==> src/hw/rtl/flpa_pkg.sv <==
`default_nettype none
package flpa_pkg;

    localparam int PAGE_W  = 16;
    localparam int REQ_W   = 2;
    localparam int CFG_W   = 17;
    localparam int CFG_IDX_W = 1;

    localparam logic [CFG_IDX_W-1:0] CFG_FIRST_FREE = 1'd0;
    localparam logic [CFG_IDX_W-1:0] CFG_END_PAGE   = 1'd1;

    localparam logic [PAGE_W-1:0] FIRST_FREE_RESET = 16'd0;
    localparam logic [CFG_W-1:0]  END_PAGE_RESET   = 17'd65536;

    typedef enum logic [REQ_W-1:0] {
        REQ_ALLOC   = 2'd0,
        REQ_FREE    = 2'd1,
        REQ_REBUILD = 2'd2
    } t_req;

    typedef enum logic [1:0] {
        S_IDLE,
        S_POP,
        S_WALK,
        S_EMIT
    } t_state;

    typedef struct packed {
        logic start;
        logic pop;
        logic walk;
        logic emit;
    } t_cmd;

    typedef struct packed {
        logic head_null;
        logic walk_done;
        logic out_free;
    } t_status;

endpackage
`default_nettype wire

==> src/hw/rtl/flpa_ctrl.sv <==
`default_nettype none
module flpa_ctrl (
    input  wire logic                        i_clk,
    input  wire logic                        i_rst_n,
    input  wire logic                        i_in_valid,
    input  wire logic [flpa_pkg::REQ_W-1:0]  i_req_type,
    input  wire flpa_pkg::t_status           i_status,
    output      logic                        o_in_ready,
    output      flpa_pkg::t_cmd              o_cmd
);

    flpa_pkg::t_state r_state;
    flpa_pkg::t_state n_state;

    always_ff @(posedge i_clk) begin
        if (!i_rst_n) begin
            r_state <= flpa_pkg::S_IDLE;
        end else begin
            r_state <= n_state;
        end
    end

    always_comb begin
        n_state    = r_state;
        o_in_ready = 1'b0;
        o_cmd      = '0;
        case (r_state)
            flpa_pkg::S_IDLE: begin
                o_in_ready = 1'b1;
                if (i_in_valid) begin
                    o_cmd.start = 1'b1;
                    case (i_req_type)
                        flpa_pkg::REQ_ALLOC:   n_state = i_status.head_null ?
                                                         flpa_pkg::S_EMIT : flpa_pkg::S_POP;
                        flpa_pkg::REQ_REBUILD: n_state = flpa_pkg::S_WALK;
                        default:               n_state = flpa_pkg::S_EMIT;
                    endcase
                end
            end
            flpa_pkg::S_POP: begin
                o_cmd.pop = 1'b1;
                n_state   = flpa_pkg::S_EMIT;
            end
            flpa_pkg::S_WALK: begin
                if (i_status.walk_done) begin
                    n_state = flpa_pkg::S_EMIT;
                end else begin
                    o_cmd.walk = 1'b1;
                end
            end
            flpa_pkg::S_EMIT: begin
                // wait here only while the previous result is still unclaimed
                if (i_status.out_free) begin
                    o_cmd.emit = 1'b1;
                    n_state    = flpa_pkg::S_IDLE;
                end
            end
            default: n_state = flpa_pkg::S_IDLE;
        endcase
    end

endmodule
`default_nettype wire

==> config.mk <==
export PLATFORM = sky130hd
export DESIGN_NAME = flpa_ctrl
export DESIGN_NICKNAME = d
export VERILOG_FILES = /design/src/hw/rtl/flpa_pkg.sv /design/src/hw/rtl/flpa_ctrl.sv
export SDC_FILE = /design/constraint.sdc
export NUM_CORES = 1
export LEC_CHECK = 0
export ABC_AREA = 1
export BUFFER_PORTS_ARGS = -buffer_cell sky130_fd_sc_hd__buf_2
export CAP_MARGIN = 5
export CORE_AREA = 2 2 39 41
export CTS_CLUSTER_DIAMETER = 50
export DETAILED_ROUTE_END_ITERATION = 10
export DIE_AREA = 0 0 41 43
export PLACE_DENSITY = 0.5
export SYNTH_ARGS = -nofsm -noshare
export SYNTH_HDL_FRONTEND = slang
export SYNTH_SLANG_ARGS = --single-unit
==> constraint.sdc <==
create_clock -name i_clk -period 2.8 [get_ports i_clk]
set_input_delay 0.56 -clock i_clk [delete_from_list [all_inputs] [get_ports i_clk]]
set_output_delay 0.56 -clock i_clk [all_outputs]
set_load 0.05 [all_outputs]
==> results of run 1 <==
## worst max-delay path: stages (launching register included)
cell and delay [ns]:
dfxtp_1 0.31, inv_1 0.13, ha_1 0.22, nand2_4 0.07, inv_1 0.04, buf_2 0.25
## through the flow
stage	hold WS (ns)	instance area, sq um
global route	0.5820	355.3
detailed placement	0.6290	332.8
global placement	0.6431	332.8
finish	0.5801	355.3
CTS	0.5718	355.3
floorplan	0.5831	252.7
## report_power, final
part / total, uW / internal, uW / switching (uW)
Combinational: 257 / 76.4 / 181
Sequential: 50.0 / 41.1 / 8.96
Clock: 63.0 / 47.2 / 15.8
Total: 370 / 165 / 205
## layout by cell type (no fill, tap or decap), drive strengths merged
cell type / count
nand2: 14
buf: 12
inv: 11
nor2: 5
ha: 5
clkbuf: 3
dfxtp: 2
nand3: 1
o21ai: 1
## area by class of cell
type	count	share of cell area (%)
well taps	16	5.634
repair buffers	12	16.90
multi-input cells	26	48.24
flip-flops and latches	2	11.27
clock buffers	3	6.338
inverters	11	11.62
## metal layers
metal | track usage (%) | vias up
met4 | 6.000 | 0
li1 | - | 141
met2 | 7.187 | 12
met5 | 0 | -
met3 | 3.141 | 0
met1 | 8.626 | 91
## worst max path at each step
stage,slack [ns],end,startpoint
2_1_floorplan,0.89,o_cmd[3],r_state[1]$_SDFFE_PN0P_
3_3_place_gp,1.17,o_cmd[1],i_status[1]
3_5_place_dp,1.16,o_cmd[1],i_status[1]
4_1_cts,0.99,o_cmd[1],r_state[0]$_SDFFE_PN0P_
5_1_grt,0.88,o_cmd[3],r_state[1]$_SDFFE_PN0P_
6_report,1.00,o_cmd[1],r_state[0]$_SDFFE_PN0P_
## kinds of logic after synthesis
logic type      share of synthesized area, %
simple gates                           41.09
buf+inv                                16.34
fa+ha+maj                              24.75
flops                                  15.84
compound gates                         1.978
==> impl_metrics.env, run 1 <==
export IMPL_status="complete, no violations"
export IMPL_chipHeight_um=43
export IMPL_rows=14
export IMPL_yosysWarningCount=0
export IMPL_ys_async_sr_fraction_pct=0
export IMPL_multi_input_area_sq_um=171.4
export IMPL_antenna_left=0
export IMPL_p_total_uw=370.0
export IMPL_cp_start_kind="flip-flop"
export IMPL_dp_cells=67
export IMPL_die_w_um=41
export IMPL_grt_overflow=0
export IMPL_ys_flop_type="dfxtp_1"
export IMPL_hold_path_class="primary input to flip-flop"
export IMPL_finalWeightedCongestion=0.7144
export IMPL_clock_sinks=2
export IMPL_fp_dieArea_sq_um=1763
export IMPL_hp_start="i_rst_n"
export IMPL_largest_register="r_state"
export IMPL_numCtsBuffers=3
export IMPL_cts_hold_buf=0
export IMPL_r2r_end="r_state[0]$_SDFFE_PN0P_"
export IMPL_r2r_start="r_state[0]$_SDFFE_PN0P_"
export IMPL_initial_utilization_pct=18.26
export IMPL_report_final_slew_viol_count=0
export IMPL_cts_tree="yes"
export IMPL_yosys_top_cells_area="ha_1, inv_1, dfxtp_1"
export IMPL_viasPerCell=3.486
export IMPL_finalSetupTns_ns=0
export IMPL_power_density_nw_per_um2=1041
export IMPL_worstSetupPathType="flip-flop to output port"
export IMPL_worstPathMaxFanout=4
export IMPL_nets=69
export IMPL_met3WireLength_um=52
export IMPL_synth_common_cells="inv_1, nand2_1, ha_1, nor2_1, nand2_2"
export IMPL_cts_setup_buffers=0
export IMPL_seq_area_frac_synth_pct=15.84
export IMPL_finClkSkew_ns=0.001082
export IMPL_cp_required_ns=2.24
export IMPL_grt_pass1_vias=221
export IMPL_vias=244
export IMPL_fin_crit_sh_pct=64.20
export IMPL_reg2regPathDepth=6
export IMPL_hold_viol_final=0
export IMPL_antenna_found_initial=0
export IMPL_syn_to_final_growth_pct=40.59
export IMPL_fin_util_pct=25.68
export IMPL_regArea_sq_um=40.04
export IMPL_holdPathStages=3
export IMPL_clkTransAtPathRegs_ns=0.03
export IMPL_syn_num_nets=52
export IMPL_drt_total_wl_um=423
export IMPL_htree_num_levels=1
export IMPL_syn_cell_area_sq_um=252.7
export IMPL_clk_path_buf_depth=2
export IMPL_grt_setup_unrepaired="false"
export IMPL_ctsResizeCount=0
export IMPL_dr_first_iter_drc_count=7
export IMPL_synthCells=39
export IMPL_rrSetupSlack_ns=1.65
export IMPL_hpwlAfterDp_um=351.6
export IMPL_portBuffers=12
export IMPL_dr_pass1_iters=4
export IMPL_ir_drop_v=0.0002343
export IMPL_drive_gt1_share_pct=37.04
export IMPL_pre_cts_ws_ns=1.160
export IMPL_slew_headroom_pct=83.38
export IMPL_highest_layer="met3"
export IMPL_diodes=0
export IMPL_wl_met1_um=209
export IMPL_cts_root_buf="clkbuf_4"
export IMPL_setup_violations=0
export IMPL_clk_latency_ns=0.22
export IMPL_top_level_ports=13
export IMPL_syn_mean_instance_area_sq_um=6.481
export IMPL_period_needed_ns=1.798
export IMPL_worstMarginPinSlew_ns=0.2510
export IMPL_dr_wl_met2_um=161
export IMPL_crit_arrival_ns=1.24
export IMPL_worst_slack_ns=1.002
export IMPL_ys_seq_elements=2
export IMPL_yosysTopAreaCell="ha_1"
export IMPL_end_kind="output port"
export IMPL_grt_usage_pct=6.513
export IMPL_routedWlPerCell_um=6.043
export IMPL_yosysMostFrequentCell="inv_1"
export IMPL_clock_fmax_mhz=556.3
export IMPL_whs_endpoint="r_state[0]$_SDFFE_PN0P_"
export IMPL_grt_max_degree=5
export IMPL_drcViolationCount=0
export IMPL_synth_edff_count=0
export IMPL_largest_reg_flops=2
export IMPL_stdcell_count=70
export IMPL_synth_top_area_share_pct=24.75
export IMPL_largest_registers="r_state: 2 flops"
export IMPL_grt_pass1_wl_um=752
export IMPL_core_area_sq_um=1384
export IMPL_p_leak_uw=0.0002475
export IMPL_synth_cell_types=9
export IMPL_nFillCells=157
export IMPL_max_cap_violations=0
(Power assumes the default switching activity.)
==> run 2: changes to the inputs <==
--- a/config.mk
+++ b/config.mk
@@ -5,14 +5,14 @@
 export SDC_FILE = /design/constraint.sdc
 export NUM_CORES = 1
 export LEC_CHECK = 0
-export ABC_AREA = 1
+export ABC_AREA = 0
 export BUFFER_PORTS_ARGS = -buffer_cell sky130_fd_sc_hd__buf_2
 export CAP_MARGIN = 5
 export CORE_AREA = 2 2 39 41
 export CTS_CLUSTER_DIAMETER = 50
 export DETAILED_ROUTE_END_ITERATION = 10
 export DIE_AREA = 0 0 41 43
-export PLACE_DENSITY = 0.5
+export PLACE_DENSITY = 0.48
 export SYNTH_ARGS = -nofsm -noshare
 export SYNTH_HDL_FRONTEND = slang
 export SYNTH_SLANG_ARGS = --single-unit
==> constraint.sdc (replaced) <==
create_clock -name i_clk -period 1.6 [get_ports i_clk]
set_input_delay 0.32 -clock i_clk [delete_from_list [all_inputs] [get_ports i_clk]]
set_output_delay 0.32 -clock i_clk [all_outputs]
set_load 0.05 [all_outputs]
==> run 2 against run 1 <==
Against the previous run: clock skew about the same; clock-buffer cell count unchanged; critical path depth down 1; register-to-register slack worse by 1.5 ns; cell count down 23%; sequential power up 96%; worst setup slack worse by 0.93 ns; sequential cell count unchanged; final area down 7.7%; clock power up 78%; combinational power up 51%; critical endpoint is now o_cmd[3].
==> impl_metrics.env, run 2 <==
export IMPL_status="complete, no violations"
export IMPL_p_leak_uw=0.0001713
export IMPL_power_density_nw_per_um2=1828
export IMPL_rows=14
export IMPL_seq_area_frac_synth_pct=18.93
export IMPL_grt_usage_pct=7.114
export IMPL_grt_setup_unrepaired="false"
export IMPL_cp_start_kind="flip-flop"
export IMPL_cp_required_ns=1.28
export IMPL_grt_max_degree=5
export IMPL_synth_cell_types=11
export IMPL_clk_latency_ns=0.22
export IMPL_synth_edff_count=0
export IMPL_layout_common_cells="buf_2, inv_1, ha_1"
export IMPL_syn_num_nets=36
export IMPL_ys_seq_elements=2
export IMPL_core_area_sq_um=1384
export IMPL_antenna_left=0
export IMPL_clkTransAtPathRegs_ns=0.03
export IMPL_finalWeightedCongestion=0.7529
export IMPL_endpoint="o_cmd[3]"
export IMPL_synthAdderAreaFrac_pct=29.59
export IMPL_hold_viol_final=0
export IMPL_grt_met2_usage_pct=9.063
export IMPL_yosysMostFrequentCell="ha_1"
export IMPL_antenna_found_initial=0
export IMPL_reg2regPathDepth=5
export IMPL_yosys_area_share_simple_pct=20.71
export IMPL_synth_top_family_by_area="adder cells"
export IMPL_dr_pass1_iters=3
export IMPL_drive_gt1_share_pct=55.26
export IMPL_hpwlAfterDp_um=392.4
export IMPL_ir_drop_v=0.0004101
export IMPL_dp_cells=51
export IMPL_largest_reg_flops=2
export IMPL_cts_tree="yes"
export IMPL_max_cap_violations=0
export IMPL_stdcell_count=54
export IMPL_syn_cell_area_sq_um=211.5
export IMPL_cts_setup_buffers=0
export IMPL_end_kind="output port"
export IMPL_top_level_ports=13
export IMPL_yosysTopAreaCell="ha_1"
export IMPL_period_needed_ns=1.524
export IMPL_largest_registers="r_state: 2 flops"
export IMPL_syn_to_final_growth_pct=55.03
export IMPL_diodes=0
export IMPL_ys_flop_type="dfxtp_1"
export IMPL_synthXorXnorAreaFrac_pct=0
export IMPL_rrSetupSlack_ns=0.19
export IMPL_portBuffers=12
export IMPL_chipHeight_um=43
export IMPL_synthMuxAreaShare_pct=9.467
export IMPL_initial_utilization_pct=15.28
export IMPL_yosys_top_cells_area="ha_1, dfxtp_1, mux2i_1"
export IMPL_routedWlPerCell_um=8.389
export IMPL_layout_commonest_cell="buf_2"
export IMPL_largest_register="r_state"
export IMPL_crit_arrival_ns=1.20
export IMPL_grt_overflow=0
export IMPL_synthCells=23
export IMPL_synth_common_cells="ha_1, inv_1"
export IMPL_clock_sinks=2
export IMPL_vias=204
export IMPL_p_total_uw=599.3
export IMPL_htree_num_levels=1
export IMPL_syn_mean_instance_area_sq_um=9.194
export IMPL_hold_path_class="primary input to flip-flop"
export IMPL_grt_pass1_wl_um=724
export IMPL_grt_util_met3_pct=6.283
export IMPL_crit_start="r_state[0]$_SDFFE_PN0P_"
export IMPL_worstPathMaxFanout=4
export IMPL_r2r_end="r_state[1]$_SDFFE_PN0P_"
export IMPL_dr_first_iter_drc_count=2
export IMPL_ys_async_sr_fraction_pct=0
export IMPL_drcViolationCount=0
export IMPL_slew_headroom_pct=79.29
export IMPL_yosysWarningCount=0
export IMPL_worstSetupPathType="flip-flop to output port"
export IMPL_clock_fmax_mhz=656.3
export IMPL_r2r_start="r_state[0]$_SDFFE_PN0P_"
export IMPL_grt_pass1_vias=195
export IMPL_finClkSkew_ns=0.0009479
export IMPL_viasPerCell=3.778
export IMPL_numCtsBuffers=3
export IMPL_worstMarginPinSlew_ns=0.3107
export IMPL_gr_usage_met1_pct=5.751
export IMPL_setup_violations=0
export IMPL_top_usage_layer="met2"
export IMPL_report_final_slew_viol_count=0
export IMPL_synth_top_area_share_pct=29.59
export IMPL_drt_total_wl_um=453
export IMPL_fp_dieArea_sq_um=1763
export IMPL_die_w_um=41
export IMPL_cts_hold_buf=0
export IMPL_synth_compound_area_share_pct=14.20
export IMPL_nets=53
export IMPL_fin_crit_sh_pct=95.23
export IMPL_clk_path_buf_depth=2
export IMPL_cts_root_buf="clkbuf_4"
run 2: cell types whose count changed after synthesis, moves of 2 or more:
cell / previous run / this run
nand2_1: 10 / 2
mux2i_1: 0 / 2
nor2_1: 5 / 0
nand2_2: 3 / 0
inv_1: 11 / 4
and2_1: 0 / 2
o211ai_1: 0 / 2
run 2: worst min path at each step:
stage | startpoint | slack, ns | end | cells after the start
3_3_place_gp | r_state[1]$_SDFFE_PN0P_ | 0.50 | r_state[1]$_SDFFE_PN0P_ | 2
6_report | i_rst_n | 0.37 | r_state[1]$_SDFFE_PN0P_ | 3
4_1_cts | i_rst_n | 0.36 | r_state[1]$_SDFFE_PN0P_ | 3
2_1_floorplan | i_rst_n | 0.47 | r_state[1]$_SDFFE_PN0P_ | 2
5_1_grt | i_rst_n | 0.37 | r_state[1]$_SDFFE_PN0P_ | 3
3_5_place_dp | r_state[1]$_SDFFE_PN0P_ | 0.50 | r_state[1]$_SDFFE_PN0P_ | 2
run 2: power by group:
part / switching [uW] / total [uW] / internal (uW) / leakage (uW)
Clock: 29.5 / 112 / 82.8 / 0.0000138
Sequential: 21.4 / 97.8 / 76.4 / 0.0000172
Combinational: 255 / 389 / 134 / 0.000140
run 2: stage by stage:
step                setup slack [ns]  cell area [sq um]  hold WS (ns)  util [%]   TNS, ns
finish                       0.07638              327.8        0.3738     23.69         0
global route                0.007278              327.8        0.3699     23.69         0
CTS                          0.01371              322.8        0.3633     23.33         0
detailed placement            0.1738              295.3        0.5011     21.34         0
global placement              0.1773              295.3        0.4956     21.34         0
floorplan                   -0.04103              215.2        0.4663         -  -0.04103
run 2: routing by layer:
metal	up-vias	wire [um]
met5	-	0
li1	109	-
met3	0	51
met1	82	199
met2	13	201
met4	0	0
run 2: area by class of cell:
type	count	area, sq um
tap	16	20.02
inverter	4	15.01
fill	159	1056
sequential	2	42.54
clock buffer	3	22.52
timing repair buffer	12	65.06
multi-input combinational	17	162.7
run 2: logic make-up after synthesis:
group | count (synthesis)
multiplexers | 2
buffers and inverters | 4
AO/OA/AOI/OAI | 3
AND/OR/NAND/NOR | 7
flip-flops | 2
adder cells (fa/ha/maj) | 5
run 2: critical path: stages (launching register included):
cell	delay (ns)
dfxtp_2	0.34
inv_1	0.08
ha_2	0.21
and2_2	0.17
buf_4	0.18
run 2: what timing repair did:
action	4_1_cts	5_1_grt
cloned	0	0
resized for setup	3	3
hold endpoints to repair	0	0
endpoints found under the setup margin	2	2
==> run 3: changes to the inputs <==
--- a/config.mk
+++ b/config.mk
@@ -12,7 +12,7 @@
 export CTS_CLUSTER_DIAMETER = 50
 export DETAILED_ROUTE_END_ITERATION = 10
 export DIE_AREA = 0 0 41 43
-export PLACE_DENSITY = 0.48
+export PLACE_DENSITY = 0.47
 export SYNTH_ARGS = -nofsm -noshare
 export SYNTH_HDL_FRONTEND = slang
 export SYNTH_SLANG_ARGS = --single-unit
==> constraint.sdc (replaced) <==
create_clock -name i_clk -period 1.9 [get_ports i_clk]
set_input_delay 0.38 -clock i_clk [delete_from_list [all_inputs] [get_ports i_clk]]
set_output_delay 0.38 -clock i_clk [all_outputs]
set_load 0.05 [all_outputs]
==> run 3 against run 2 <==
Against the previous run: die area is the same; register-to-register slack improved by 0.30 ns; critical path type unchanged; largest power group unchanged; sequential cell count unchanged.
==> impl_metrics.env, run 3 (synthesized netlist as in run 2, its figures left out) <==
export IMPL_p_seq_share_pct=16.6
export IMPL_finalSetupTns_ns=0
export IMPL_cts_hold_buf=0
export IMPL_max_cap_violations=0
export IMPL_layout_common_cells="buf_2, ha_1, inv_1"
export IMPL_power_switching_uw=254.9
export IMPL_switching_share_pct=52.51
export IMPL_largest_registers="r_state: 2 flops"
export IMPL_crit_arrival_ns=1.27
export IMPL_p_leak_uw=0.0001704
export IMPL_rrSetupSlack_ns=0.49
export IMPL_antenna_left=0
export IMPL_grt_pass1_vias=212
export IMPL_worstPathMaxFanout=4
export IMPL_die_w_um=41
export IMPL_clkTransAtPathRegs_ns=0.03
export IMPL_antenna_found_initial=0
export IMPL_cts_setup_buffers=0
export IMPL_dp_cells=51
export IMPL_grt_pass1_wl_um=759
export IMPL_cp_slowest_cell="dfxtp_1"
export IMPL_drcViolationCount=0
export IMPL_largest_register="r_state"
export IMPL_cp_required_ns=1.52
export IMPL_clock_fmax_mhz=605.0
export IMPL_finClkSkew_ns=0.0002624
export IMPL_cts_root_buf="clkbuf_4"
export IMPL_hold_path_class="primary input to flip-flop"
export IMPL_cts_tree="yes"
export IMPL_grt_setup_unrepaired="false"
export IMPL_largest_reg_flops=2
export IMPL_vias=214
export IMPL_diodes=0
export IMPL_initial_utilization_pct=15.28
export IMPL_pwr_share_clk_pct=19.2
export IMPL_stdcell_area_sq_um=314.1
export IMPL_dr_first_iter_drc_count=5
export IMPL_path_buf_inv=2
export IMPL_ctsResizeCount=0
export IMPL_fin_crit_sh_pct=87.00
export IMPL_viasPerCell=3.963
export IMPL_p_comb_share_pct=64.3
export IMPL_htree_num_levels=1
export IMPL_slew_headroom_pct=79.82
export IMPL_clk_path_buf_depth=2
export IMPL_cp_start_kind="flip-flop"
export IMPL_stdcell_count=54
export IMPL_hold_viol_final=0
export IMPL_setup_violations=0
export IMPL_critical_path_max_stage_delay_ns=0.33
export IMPL_ir_drop_v=0.0004624
export IMPL_layout_commonest_cell="buf_2"
export IMPL_clk_latency_ns=0.22
export IMPL_worstMarginPinSlew_ns=0.3026
export IMPL_grt_usage_pct=7.121
export IMPL_status="complete, no violations"
export IMPL_nets=53
export IMPL_pre_cts_ws_ns=0.4681
export IMPL_finalWeightedCongestion=0.6167
export IMPL_drive_gt1_share_pct=42.11
export IMPL_syn_to_final_growth_pct=48.52
export IMPL_worstSetupPathType="flip-flop to output port"
export IMPL_postPlaceCellArea_sq_um=291.5
export IMPL_core_area_sq_um=1384
export IMPL_path_cells="inv_1 > ha_1 > nor2b_1 > buf_2"
export IMPL_clock_sinks=2
export IMPL_top_level_ports=13
export IMPL_nFillCells=161
export IMPL_fp_dieArea_sq_um=1763
export IMPL_rows=14
export IMPL_cp_top_family="buffers and inverters"
export IMPL_grt_max_degree=5
export IMPL_dr_pass1_iters=4
export IMPL_hpwlAfterDp_um=365.4
export IMPL_chipHeight_um=43
export IMPL_routedWlPerCell_um=7.944
export IMPL_worst_slack_ns=0.2470
export IMPL_drt_total_wl_um=429
export IMPL_intPower_uw=230.6
export IMPL_numCtsBuffers=3
export IMPL_power_density_nw_per_um2=1546
export IMPL_period_needed_ns=1.653
export IMPL_portBuffers=12
export IMPL_end_kind="output port"
export IMPL_report_final_slew_viol_count=0
export IMPL_grt_overflow=0
export IMPL_fin_util_pct=22.69
run 3: cell counts in the layout (fill, tap and decap cells not counted):
No cell type changed its count.
run 3: worst min-delay path: stages:
cell and delay [ns]:
buf_2 0.12, nand2_1 0.06, mux2i_1 0.05
run 3: path summary, 6_finish.rpt:
kind	start	endpoint	cells past startpoint
hold / removal	i_rst_n	r_state[1]$_SDFFE_PN0P_	3
setup reg to reg	r_state[1]$_SDFFE_PN0P_	r_state[1]$_SDFFE_PN0P_	5
hold reg to reg	r_state[0]$_SDFFE_PN0P_	r_state[0]$_SDFFE_PN0P_	2
setup / recovery	r_state[0]$_SDFFE_PN0P_	o_cmd[1]	4
run 3: cell type report:
cell class	count	area, sq um	area share (%)
Inverter	4	15.01	4.781
Tap cell	16	20.02	6.375
Sequential cell	2	40.04	12.75
Timing Repair Buffer	12	60.06	19.12
Multi-Input combinational cell	17	156.4	49.80
Clock buffer	3	22.52	7.171
run 3: power by group through the flow:
stage / logic, uW / clock network, uW / registers, uW
6_report: 312 / 93.1 / 80.4
2_1_floorplan: 265 / 0 / 74.6
3_3_place_gp: 318 / 0 / 80.0
4_1_cts: 317 / 98.5 / 80.3
5_1_grt: 342 / 100 / 83.0
3_5_place_dp: 316 / 0 / 81.1
run 3: per-layer routing:
layer	vias up	track usage, %	share of wire, %
met5	-	0	0
met4	0	12.00	6.8
met3	4	1.571	6.3
met2	11	8.750	43
met1	91	7.051	43
li1	108	-	-
run 3: metrics by stage:
stage,total power [uW],hold WS (ns)
detailed placement,396.9,0.4998
global placement,397.9,0.4868
CTS,495.8,0.4376
global route,525.7,0.4504
floorplan,339.4,0.4677
finish,485.5,0.4436
